`config.mk`:
```
export PLATFORM = sky130hd
export DESIGN_NAME = ripple_pulse_qualified_position_counter_core_flat
export DESIGN_NICKNAME = d
export VERILOG_FILES = /design/src/hw/rtl/rpqpc_pkg.sv /design/src/hw/rtl/rpqpc_if.sv /design/src/hw/rtl/rpqpc_qualify.sv /design/src/hw/rtl/ripple_pulse_qualified_position_counter_core.sv /design/src/flat_wrapper.sv
export SDC_FILE = /design/constraint.sdc
export NUM_CORES = 1
export LEC_CHECK = 0
export CELL_PAD_IN_SITES_DETAIL_PLACEMENT = 0
export CELL_PAD_IN_SITES_GLOBAL_PLACEMENT = 1
export CORE_MARGIN = 1.5
export CORE_UTILIZATION = 45
export CTS_BUF_LIST = sky130_fd_sc_hd__clkbuf_8
export CTS_CLUSTER_DIAMETER = 120
export CTS_CLUSTER_SIZE = 30
export DETAILED_ROUTE_END_ITERATION = 8
export DONT_BUFFER_PORTS = 1
export GPL_TIMING_DRIVEN = 0
export PLACE_DENSITY = 0.72
export SETUP_SLACK_MARGIN = 0.02
export SLEW_MARGIN = 25
export SYNTH_ARGS = -nofsm -noshare
export SYNTH_HDL_FRONTEND = slang
export SYNTH_SLANG_ARGS = --single-unit
export TNS_END_PERCENT = 100
```
`constraint.sdc`:
```
create_clock -name clk_i -period 6.9 [get_ports clk_i]
set_input_delay 0.69 -clock clk_i [delete_from_list [all_inputs] [get_ports clk_i]]
set_output_delay 0.69 -clock clk_i [all_outputs]
set_load 0.01 [all_outputs]
```
`src/hw/rtl/rpqpc_pkg.sv`:
```
`timescale 1ns / 1ps
`default_nettype none
package rpqpc_pkg;

  // Width of the free-running time base; timestamps are truncated or zero-extended to it.
  localparam int TimeWidth  = 32;
  localparam int StampWidth = 32;
  localparam int PosWidth   = 32;
  localparam int RatioWidth = 7;
  localparam int ThreshWidth = 32;
  localparam int CfgIdxWidth = 2;
  localparam int CfgDataWidth = 32;

  // Products are kept at full width so the ratio test never overflows.
  localparam int MulWidth = TimeWidth + RatioWidth;
  localparam int CmpWidth = (TimeWidth > ThreshWidth) ? TimeWidth : ThreshWidth;

  localparam logic [RatioWidth-1:0] PercentScale = RatioWidth'(100);

  localparam logic                   ResetCountDown  = 1'b0;
  localparam logic                   ResetDebounceEn = 1'b1;
  localparam logic [ThreshWidth-1:0] ResetThreshold  = ThreshWidth'(20000);
  localparam logic [RatioWidth-1:0]  ResetRatio      = RatioWidth'(60);

  typedef enum logic {
    OP_EDGE  = 1'b0,
    OP_CLEAR = 1'b1
  } opcode_e;

  typedef enum logic [CfgIdxWidth-1:0] {
    REG_COUNT_DOWN  = 2'd0,
    REG_DEBOUNCE_EN = 2'd1,
    REG_THRESHOLD   = 2'd2,
    REG_RATIO       = 2'd3
  } cfg_reg_e;

  typedef struct packed {
    logic                   count_down;
    logic                   debounce_enable;
    logic [ThreshWidth-1:0] inactivity_threshold_us;
    logic [RatioWidth-1:0]  min_ratio_percent;
  } cfg_t;

endpackage
`default_nettype wire

```
`src/hw/rtl/rpqpc_if.sv`:
```
`timescale 1ns / 1ps
`default_nettype none
interface rpqpc_in_if;
  logic                                valid;
  logic                                ready;
  logic                                opcode;
  logic [rpqpc_pkg::StampWidth-1:0]    timestamp_us;

  modport source (output valid, output opcode, output timestamp_us, input ready);
  modport sink   (input valid, input opcode, input timestamp_us, output ready);
endinterface

interface rpqpc_out_if;
  logic                                valid;
  logic                                ready;
  logic signed [rpqpc_pkg::PosWidth-1:0] position;
  logic                                counted;

  modport source (output valid, output position, output counted, input ready);
  modport sink   (input valid, input position, input counted, output ready);
endinterface

interface rpqpc_cfg_if;
  logic                                  valid;
  logic                                  ready;
  logic [rpqpc_pkg::CfgIdxWidth-1:0]     index;
  logic [rpqpc_pkg::CfgDataWidth-1:0]    data;

  modport source (output valid, output index, output data, input ready);
  modport sink   (input valid, input index, input data, output ready);
endinterface
`default_nettype wire

```
`src/hw/rtl/rpqpc_qualify.sv`:
```
`timescale 1ns / 1ps
`default_nettype none
module rpqpc_qualify (
  input  rpqpc_pkg::cfg_t                      cfg_i,
  input  logic [rpqpc_pkg::TimeWidth-1:0]      interval_i,
  input  logic [rpqpc_pkg::TimeWidth-1:0]      prev_interval_i,
  output logic                                 pass_o
);
  import rpqpc_pkg::*;

  logic [MulWidth-1:0] scaled_now;
  logic [MulWidth-1:0] scaled_prev;
  logic                idle_gap;

  // Both products at full width.
  assign scaled_now  = MulWidth'(interval_i) * MulWidth'(PercentScale);
  assign scaled_prev = MulWidth'(prev_interval_i) * MulWidth'(cfg_i.min_ratio_percent);

  assign idle_gap = CmpWidth'(prev_interval_i) > CmpWidth'(cfg_i.inactivity_threshold_us);

  assign pass_o = !cfg_i.debounce_enable || idle_gap || (scaled_now > scaled_prev);

endmodule
`default_nettype wire

```
`src/hw/rtl/ripple_pulse_qualified_position_counter_core.sv`:
```
`timescale 1ns / 1ps
`default_nettype none
// Ripple-pulse position counter: each input transfer is either a ripple edge with its
// microsecond timestamp or a clear command, and yields exactly one result carrying the
// position after that item and whether the edge was counted. An edge is counted when
// debouncing is off, when the previous interval exceeded the inactivity threshold, or when
// interval*100 exceeds previous_interval*min_ratio_percent; a counted edge steps the
// signed 32-bit position down when count_down is set and up otherwise, wrapping. A clear
// zeroes the position and leaves the timing history alone. The block takes one item per
// cycle while the result side is not stalled; each item passes through the input register
// and then the result register, around a single pass of subtract, two narrow multiplies and
// the compares. The result register holds while the downstream side stalls, and the input
// register keeps taking items until both are full. Configuration writes are always ready
// and take effect at once; write them only while the block is idle.
module ripple_pulse_qualified_position_counter_core (
  input  logic              clk_i,
  input  logic              rst_ni,
  rpqpc_in_if.sink          in_i,
  rpqpc_out_if.source       out_o,
  rpqpc_cfg_if.sink         cfg_i
);
  import rpqpc_pkg::*;

  // Configuration registers
  cfg_t cfg_q;

  // Input stage
  logic                  in_valid_q;
  logic                  in_opcode_q;
  logic [TimeWidth-1:0]  in_time_q;

  // Timing history and position
  logic [TimeWidth-1:0]  prev_time_q, prev_time_d;
  logic [TimeWidth-1:0]  prev_interval_q, prev_interval_d;
  logic [PosWidth-1:0]   pos_q, pos_d;

  // Result stage
  logic                  out_valid_q;
  logic [PosWidth-1:0]   out_pos_q;
  logic                  out_counted_q;
  logic                  counted_d;

  logic                  advance;
  logic                  in_ready;
  logic [TimeWidth-1:0]  interval;
  logic                  pass;

  // Move the held item into the result register when that register is free or draining.
  assign advance  = in_valid_q && (!out_valid_q || out_o.ready);
  assign in_ready = !in_valid_q || advance;

  assign in_i.ready  = in_ready;
  assign cfg_i.ready = 1'b1;

  assign out_o.valid    = out_valid_q;
  assign out_o.position = out_pos_q;
  assign out_o.counted  = out_counted_q;

  // Modular interval since the previous edge.
  assign interval = in_time_q - prev_time_q;

  rpqpc_qualify u_qualify (
    .cfg_i           (cfg_q),
    .interval_i      (interval),
    .prev_interval_i (prev_interval_q),
    .pass_o          (pass)
  );

  always_comb begin
    prev_time_d     = prev_time_q;
    prev_interval_d = prev_interval_q;
    pos_d           = pos_q;
    counted_d       = 1'b0;
    if (in_opcode_q == OP_CLEAR) begin
      // Drop the position; timing history stays.
      pos_d = '0;
    end else begin
      prev_time_d     = in_time_q;
      prev_interval_d = interval;
      if (pass) begin
        counted_d = 1'b1;
        pos_d     = cfg_q.count_down ? pos_q - PosWidth'(1) : pos_q + PosWidth'(1);
      end
    end
  end

  always_ff @(posedge clk_i or negedge rst_ni) begin
    if (!rst_ni) begin
      cfg_q.count_down              <= ResetCountDown;
      cfg_q.debounce_enable         <= ResetDebounceEn;
      cfg_q.inactivity_threshold_us <= ResetThreshold;
      cfg_q.min_ratio_percent       <= ResetRatio;
    end else if (cfg_i.valid) begin
      case (cfg_i.index)
        REG_COUNT_DOWN:  cfg_q.count_down              <= cfg_i.data[0];
        REG_DEBOUNCE_EN: cfg_q.debounce_enable         <= cfg_i.data[0];
        REG_THRESHOLD:   cfg_q.inactivity_threshold_us <= ThreshWidth'(cfg_i.data);
        REG_RATIO:       cfg_q.min_ratio_percent       <= cfg_i.data[RatioWidth-1:0];
        default: ;
      endcase
    end
  end

  always_ff @(posedge clk_i or negedge rst_ni) begin
    if (!rst_ni) begin
      in_valid_q      <= 1'b0;
      out_valid_q     <= 1'b0;
      prev_time_q     <= '0;
      prev_interval_q <= '0;
      pos_q           <= '0;
    end else begin
      if (in_ready) begin
        in_valid_q <= in_i.valid;
      end
      if (advance) begin
        out_valid_q     <= 1'b1;
        prev_time_q     <= prev_time_d;
        prev_interval_q <= prev_interval_d;
        pos_q           <= pos_d;
      end else if (out_o.ready) begin
        out_valid_q <= 1'b0;
      end
    end
  end

  // Payload registers: no reset needed.
  always_ff @(posedge clk_i) begin
    if (in_ready && in_i.valid) begin
      in_opcode_q <= in_i.opcode;
      in_time_q   <= TimeWidth'(in_i.timestamp_us);
    end
    if (advance) begin
      out_pos_q     <= pos_d;
      out_counted_q <= counted_d;
    end
  end

  // A clear always reports position zero and no count.
  a_clear_result: assert property (@(posedge clk_i) disable iff (!rst_ni)
    advance && (in_opcode_q == OP_CLEAR) |=> out_valid_q && (out_pos_q == '0) && !out_counted_q)
    else $error("clear did not report zero position");

  // With debouncing off every edge is counted.
  a_no_debounce: assert property (@(posedge clk_i) disable iff (!rst_ni)
    advance && (in_opcode_q == OP_EDGE) && !cfg_q.debounce_enable |=> out_counted_q)
    else $error("edge dropped with debouncing off");

  // An edge that is not counted leaves the position as it was.
  a_hold_position: assert property (@(posedge clk_i) disable iff (!rst_ni)
    advance && (in_opcode_q == OP_EDGE) && !pass |=> (out_pos_q == $past(pos_q)))
    else $error("uncounted edge moved position");

  // The reported position always matches the live position state.
  a_result_tracks_state: assert property (@(posedge clk_i) disable iff (!rst_ni)
    advance |=> (out_pos_q == pos_q))
    else $error("result position differs from position state");

  // The input register is never overwritten while its item waits.
  a_no_overrun: assert property (@(posedge clk_i) disable iff (!rst_ni)
    in_valid_q && !advance |-> !in_ready)
    else $error("input stage overrun");

endmodule
`default_nettype wire

```
`src/flat_wrapper.sv`:
```
// flat-port wrapper written by rule: the top's interface ports become plain ports
module ripple_pulse_qualified_position_counter_core_flat import rpqpc_pkg::*;
  (clk_i, rst_ni, in_i_valid, in_i_opcode, in_i_timestamp_us, in_i_ready, out_o_valid, out_o_position, out_o_counted, out_o_ready, cfg_i_valid, cfg_i_index, cfg_i_data, cfg_i_ready);
  rpqpc_in_if in_i_i ();
  rpqpc_out_if out_o_i ();
  rpqpc_cfg_if cfg_i_i ();
  input  logic clk_i;
  input  logic rst_ni;
  input wire logic [$bits(in_i_i.valid)-1:0] in_i_valid;
  input wire logic [$bits(in_i_i.opcode)-1:0] in_i_opcode;
  input wire logic [$bits(in_i_i.timestamp_us)-1:0] in_i_timestamp_us;
  output wire logic [$bits(in_i_i.ready)-1:0] in_i_ready;
  output wire logic [$bits(out_o_i.valid)-1:0] out_o_valid;
  output wire logic [$bits(out_o_i.position)-1:0] out_o_position;
  output wire logic [$bits(out_o_i.counted)-1:0] out_o_counted;
  input wire logic [$bits(out_o_i.ready)-1:0] out_o_ready;
  input wire logic [$bits(cfg_i_i.valid)-1:0] cfg_i_valid;
  input wire logic [$bits(cfg_i_i.index)-1:0] cfg_i_index;
  input wire logic [$bits(cfg_i_i.data)-1:0] cfg_i_data;
  output wire logic [$bits(cfg_i_i.ready)-1:0] cfg_i_ready;
  assign in_i_i.valid = in_i_valid;
  assign in_i_i.opcode = in_i_opcode;
  assign in_i_i.timestamp_us = in_i_timestamp_us;
  assign in_i_ready = in_i_i.ready;
  assign out_o_valid = out_o_i.valid;
  assign out_o_position = out_o_i.position;
  assign out_o_counted = out_o_i.counted;
  assign out_o_i.ready = out_o_ready;
  assign cfg_i_i.valid = cfg_i_valid;
  assign cfg_i_i.index = cfg_i_index;
  assign cfg_i_i.data = cfg_i_data;
  assign cfg_i_ready = cfg_i_i.ready;
  ripple_pulse_qualified_position_counter_core u_core (.clk_i(clk_i), .rst_ni(rst_ni), .in_i(in_i_i), .out_o(out_o_i), .cfg_i(cfg_i_i));
endmodule
```
# == Word-level counts from Yosys, hierarchy flattened ==
# Cells that the tools add are included.
# word_totals
ff_bits,205
latch_bits,0
ram_bits,0
mem_bits_ro,0
inputBits,72
output_inout_bits,36
wordCells,46
n_memories,0
# classes
add_sub_neg,3
multipliers,2
n_div,0
order_cmp,2
eq_ne,3
shifts,0
n_mux,6
bitwise,1
n_reduce_logical,16
# op_table
operator,n
$mux 32,3
$gt 39x39->1,1
$mul 32x7->39,1
$mul 32x5->37 const B,1
$add 32x1->32 const B,1
$gt 32x32->1,1
$sub 32x1->32 const B,1
$sub 32x32->32,1
$reduce_and 2->1,5
$eq 2x2->1 const B,2
$logic_or 1x1->1,4
$logic_not 1->1,3
$mux 1,3
$eq 2x1->1 const B,1
$logic_and 1x1->1,2
$logic_not 2->1,1
$reduce_bool 2->1,1
$not 1->1,1

# == Logic depth before layout (Yosys ltp) ==
# logic_depth
depth_word,6
mapped_depth,40
ltp_nobuf,37

# == By module ==
# A second synthesis with hierarchy kept.
# hier_totals
cells_unflattened,2551
hier_area_um2,23264.8
# by_module_without_submodules
mod,n_inst,cells_each,area_each_um2,seq_area_each_um2
rpqpc_qualify,1,1473,12117.9,0.0
ripple_pulse_qualified_position_counter_core,1,1078,11146.9,5472.7

# == Worst setup path after synthesis ==
# OpenSTA, ideal clock, no wires.
# synth_path
path_type,register to register
from,register u_core.prev_time_q[0]
to,"register u_core.out_pos_q[20] (netlist: u_core.out_o.position[20]), data pin"
setup_time_ns,0.266
t_arrival_ns,7.061
slack_ns,-0.427
stages_incl_launch_ff,35
n_path_buf,3
period_less_slack_ns,7.327
cell_sequence,dfrtp_1 ha_1 fa_1 nand2b_1 nand3b_1 a21oi_1 o41ai_4 xnor2_1 inv_1 ha_1 ha_1 inv_1 fa_1 inv_1 ha_1 a21o_1 o21a_1 a311oi_1 o32a_1 a21oi_1 a41oi_1 o21ai_1 a221o_1 a21oi_1 xnor2_1 ha_1 and4_1 and2_0 a221oi_1 o2bb2a_1 buf_4 buf_6 buf_6 mux2i_1 nor2_1
# synth_between
elab_chain_cells,6
# synth_rtl
element,line_no,text
from (decl),ripple_pulse_qualified_position_counter_core.sv:33,"logic [TimeWidth-1:0] prev_time_q, prev_time_d;"
from (signal assigned),ripple_pulse_qualified_position_counter_core.sv:117,prev_time_q <= prev_time_d;
$sub 32x32->32,ripple_pulse_qualified_position_counter_core.sv:60,assign interval = in_time_q - prev_time_q;
named net u_core.interval[14],ripple_pulse_qualified_position_counter_core.sv:45,logic [TimeWidth-1:0] interval;
$mul 32x5->37,rpqpc_qualify.sv:16,assign scaled_now = MulWidth'(interval_i) * MulWidth'(PercentScale);
$gt 39x39->1,rpqpc_qualify.sv:21,assign pass_o = !cfg_i.debounce_enable || idle_gap || (scaled_now > scaled_prev);
$logic_or 1x1->1,rpqpc_qualify.sv:21,
$mux 32,ripple_pulse_qualified_position_counter_core.sv:80,if (pass) begin
$mux 32,ripple_pulse_qualified_position_counter_core.sv:74,if (in_opcode_q == OP_CLEAR) begin
named net u_core.pos_d[20],ripple_pulse_qualified_position_counter_core.sv:35,"logic [PosWidth-1:0] pos_q, pos_d;"
to (signal assigned),ripple_pulse_qualified_position_counter_core.sv:133,out_pos_q <= pos_d;
to (decl),ripple_pulse_qualified_position_counter_core.sv:39,logic [PosWidth-1:0] out_pos_q;
# The timed path passes the listed nets, and every way through them passes these cells.
# A chain may end at the register's enable or synchronous reset.

# == Worst setup path after layout ==
# layout_path
from,register u_core.cfg_q[5] (netlist bit)
to,"register u_core.out_pos_q[21] (netlist: u_core.out_o.position[21]), data pin"
# layout_between
elab_chain_cells,5
# layout_rtl
element,line_no,text
from (decl),ripple_pulse_qualified_position_counter_core.sv:25,cfg_t cfg_q;
$mul 32x7->39,rpqpc_qualify.sv:17,assign scaled_prev = MulWidth'(prev_interval_i) * MulWidth'(cfg_i.min_ratio_percent);
$gt 39x39->1,rpqpc_qualify.sv:21,
$logic_or 1x1->1,rpqpc_qualify.sv:21,
$mux 32,ripple_pulse_qualified_position_counter_core.sv:80,
$mux 32,ripple_pulse_qualified_position_counter_core.sv:74,
named net u_core.pos_d[21],ripple_pulse_qualified_position_counter_core.sv:35,
# The timed path passes the listed nets, and every way through them passes these cells.

==> out/qor.csv <==
metric,value,unit
run status,"finished, violations left",
failing checks,negative setup slack,
Worst Max-Slew Pin Slew,1.07,ns
row cnt,82,
RSZ-0062 raised after global routing,yes,
Residual DRC,0,
TritonCTS clock tree,done,
final setup violation count,65,
R2R Path End,u_core.out_o.position[21]$_DFFE_PP_,
detailed-route via count,17900,
Clock Skew,0.0522,ns
element type at the critical path end,flop,
crit path launch,u_core.cfg_q[5]$_DFFE_PN1P_,
root buffer cell,clkbuf_8,
setup TNS,-43.71,ns
"slowest stage delay, CP",0.54,ns
Mapped Nets,3022,
Crit Path Max Fanout,10,
Post-Syn Instances,2485,
max-cap violations,0,
num ports,108,
Final ANT Viol Nets,0,
largest net degree at the start of global routing,140,
Via density,5.42,
DR pass1 iterations,5,
Seq cells post-synth,205,
Slew Limit Fails,0,
"Max stage delay cell, worst path",fa_1,
initial DRC count,862,
fin worst setup slack,-0.784,ns
period utilization,111,%
"Distinct cells, synth",78,
final hold violation count,0,
r2r startpoint,u_core.cfg_q[5]$_DFFE_PN1P_,
Synth warnings,0,
critical path startpoint category,flop,
nets,3160,
Worst Hold Class,in2async,
Most used DFF post-synth,dfrtp_1,
Rel. slew slack,28.8,%
Max Fclk,0.130,GHz
Register-to-Register Path Depth,33,
"EDFF count, synth",66,
Initial Util,45.4,%
"Area growth, synth to finish",19.2,%
post-route insts no fill,3305,
most frequent cells in the layout,"inv_1 (372), nand2_1 (244), ha_1 (239), fa_1 (177), dfrtp_1 (124)",
"most common cell after layout, fill and taps aside",inv_1,
vias in the first global route,18500,
initial antenna violation count,4,
synthesized area per cell,9.12,sq um
Longest Clk Path Bufs,3,
CTS H-tree depth,1,
post-synthesis sequential area ratio,24.1,%
"Buf+Inv Stages, Crit Path",10,
hold slack final,0.0605,ns
Placer Congestion,0.892,
FF/Latch Area,5480,sq um
layout cells sized above 1,19.2,%
synthesized area,22700,sq um
Multi-input gate area,17200,sq um
core area,50000,sq um
IO Port Bufs,0,
Die X,227,um
Setup CP Type,reg2reg,
kind of cell adding the most delay to the critical path,adder cells,
hpwl dp,45500,um
grt ovf,0,
CP required,7.30,ns
Die ar.,51700,sq um
dpl cells,3159,
min Tclk post-route,7.68,ns
first-pass GRT wire length,97600,um
total track usage,23.9,%
CTS Buf Count,14,
r2r setup slk,-0.78,ns
Die Height,227,um
Routed WL,60700,um
WL per Instance,18.4,um
Worst Path Arrival,8.08,ns
Clock transition at path regs,0.18,ns
fill count,4631,
clk_lat worst skew,0.64,ns
clock sinks,205,
"FFs w/ async S/R, synth",67.8,%
-- state kept, by name, indices dropped and copies added, names as in the netlist --
name and count:
u_core.out_o.position 32, u_core.cfg_q 41, u_core.out_o.counted 1, u_core.prev_interval_q 32, u_core.in_opcode_q 1, u_core.pos_q 32, u_core.in_time_q 32, u_core.prev_time_q 32
u_core.out_o.valid 1, u_core.in_valid_q 1
-- cell families after synthesis --
kind of cell,after synthesis,synth area share (%)
AOI/OAI and AO/OA,520,14.8
xor gates and xnor gates,121,4.67
adders and majority gates,465,31.6
buffers and inverters,458,7.75
DFF,205,24.1
muxes,65,3.13
other,1,0.0165
and+or+nand+nor,650,13.9
-- timing repair --
action | 4_1_cts | 5_1_grt
cloned | 8 | 1
resized for setup | 247 | 172
buffers inserted | 66 | 57
hold endpoints to repair | 139 | 0
endpoints found under the setup margin | 65 | 65
hold buffers | 1 | 0
pin swaps | 131 | 172
-- worst max-delay path by stage --
stage,endpoint,slack [ns],depth (start not counted)
after CTS,u_core.out_o.position[21]$_DFFE_PP_,-0.79,38
after detailed placement,u_core.out_o.position[21]$_DFFE_PP_,-2.21,30
after global placement,u_core.out_o.position[21]$_DFFE_PP_,-2.26,30
after floorplan,u_core.out_o.position[20]$_DFFE_PP_,-0.05,34
after global routing,u_core.out_o.position[21]$_DFFE_PP_,-1.01,33
final,u_core.out_o.position[21]$_DFFE_PP_,-0.78,33
-- layer usage --
metal  up-vias  part of all wire [%]  GRT usage (%)
met3        66                   3.7           2.05
met1      8975                    44           31.6
met2       270                    51           42.8
met4         0                   1.8           4.36
met5         -                     0              0
li1       8606                     -              -
-- stage by stage --
stage / worst slack [ns] / utilization [%] / cell area, sq um
global placement: -2.26 / 47.4 / 23700
floorplan: -0.0494 / - / 22800
finish: -0.784 / 54.1 / 27000
CTS: -0.788 / 51.8 / 25900
global route: -1.01 / 54.1 / 27000
detailed placement: -2.21 / 47.4 / 23700
-- worst register-to-register path: cells and delay by family (launching register included) --
family                   cells  cell delay [ns]
buffers and inverters       10             1.13
multiplexers                 1             0.20
AND/OR/NAND/NOR              5             0.56
XOR/XNOR                     1             0.15
AO/OA/AOI/OAI               10             2.33
flip-flops                   1             0.43
adder cells (fa/ha/maj)      6             2.71
-- layout make-up --
| cell class | count | area share [%] |
|---|---|---|
| Sequential cell | 205 | 20.3 |
| Timing Repair Buffer | 131 | 4.50 |
| Multi-Input combinational cell | 1823 | 63.6 |
| Buffer | 60 | 1.80 |
| Inverter | 388 | 5.39 |
| Tap cell | 672 | 3.11 |
| Antenna cell | 2 | 0.0185 |
| Clock buffer | 15 | 0.764 |
| Clock inverter | 9 | 0.486 |
-- cell usage after synthesis (7+ instances only) --
| master | n | area [sq um] |
|---|---|---|
| a211oi_1 | 15 | 113 |
| a21o_1 | 90 | 676 |
| a21oi_1 | 126 | 631 |
| a22o_1 | 12 | 105 |
| a22oi_1 | 12 | 90.1 |
| a31oi_1 | 12 | 75.1 |
| and2_1 | 125 | 782 |
| and3_1 | 26 | 163 |
| buf_1 | 8 | 30.0 |
| clkbuf_1 | 53 | 199 |
| dfrtp_1 | 129 | 3230 |
| dfstp_2 | 10 | 263 |
| edfxtp_1 | 66 | 1980 |
| fa_1 | 178 | 3560 |
| ha_1 | 287 | 3590 |
| inv_1 | 388 | 1460 |
| mux2_2 | 48 | 541 |
| mux2i_1 | 17 | 170 |
| nand2_1 | 253 | 950 |
| nand2b_1 | 22 | 138 |
| nand3_1 | 30 | 150 |
| nand4_1 | 20 | 125 |
| nor2_1 | 95 | 357 |
| nor2b_1 | 26 | 163 |
| nor3_1 | 25 | 125 |
| o211ai_1 | 11 | 82.6 |
| o21a_1 | 17 | 128 |
| o21ai_0 | 139 | 696 |
| o21bai_1 | 21 | 158 |
| o31ai_1 | 7 | 52.6 |
| xnor2_1 | 71 | 622 |
| xor2_1 | 50 | 438 |
Power is not shown: default switching activity piles up to over one toggle a cycle in this logic, so the estimate is an artifact.
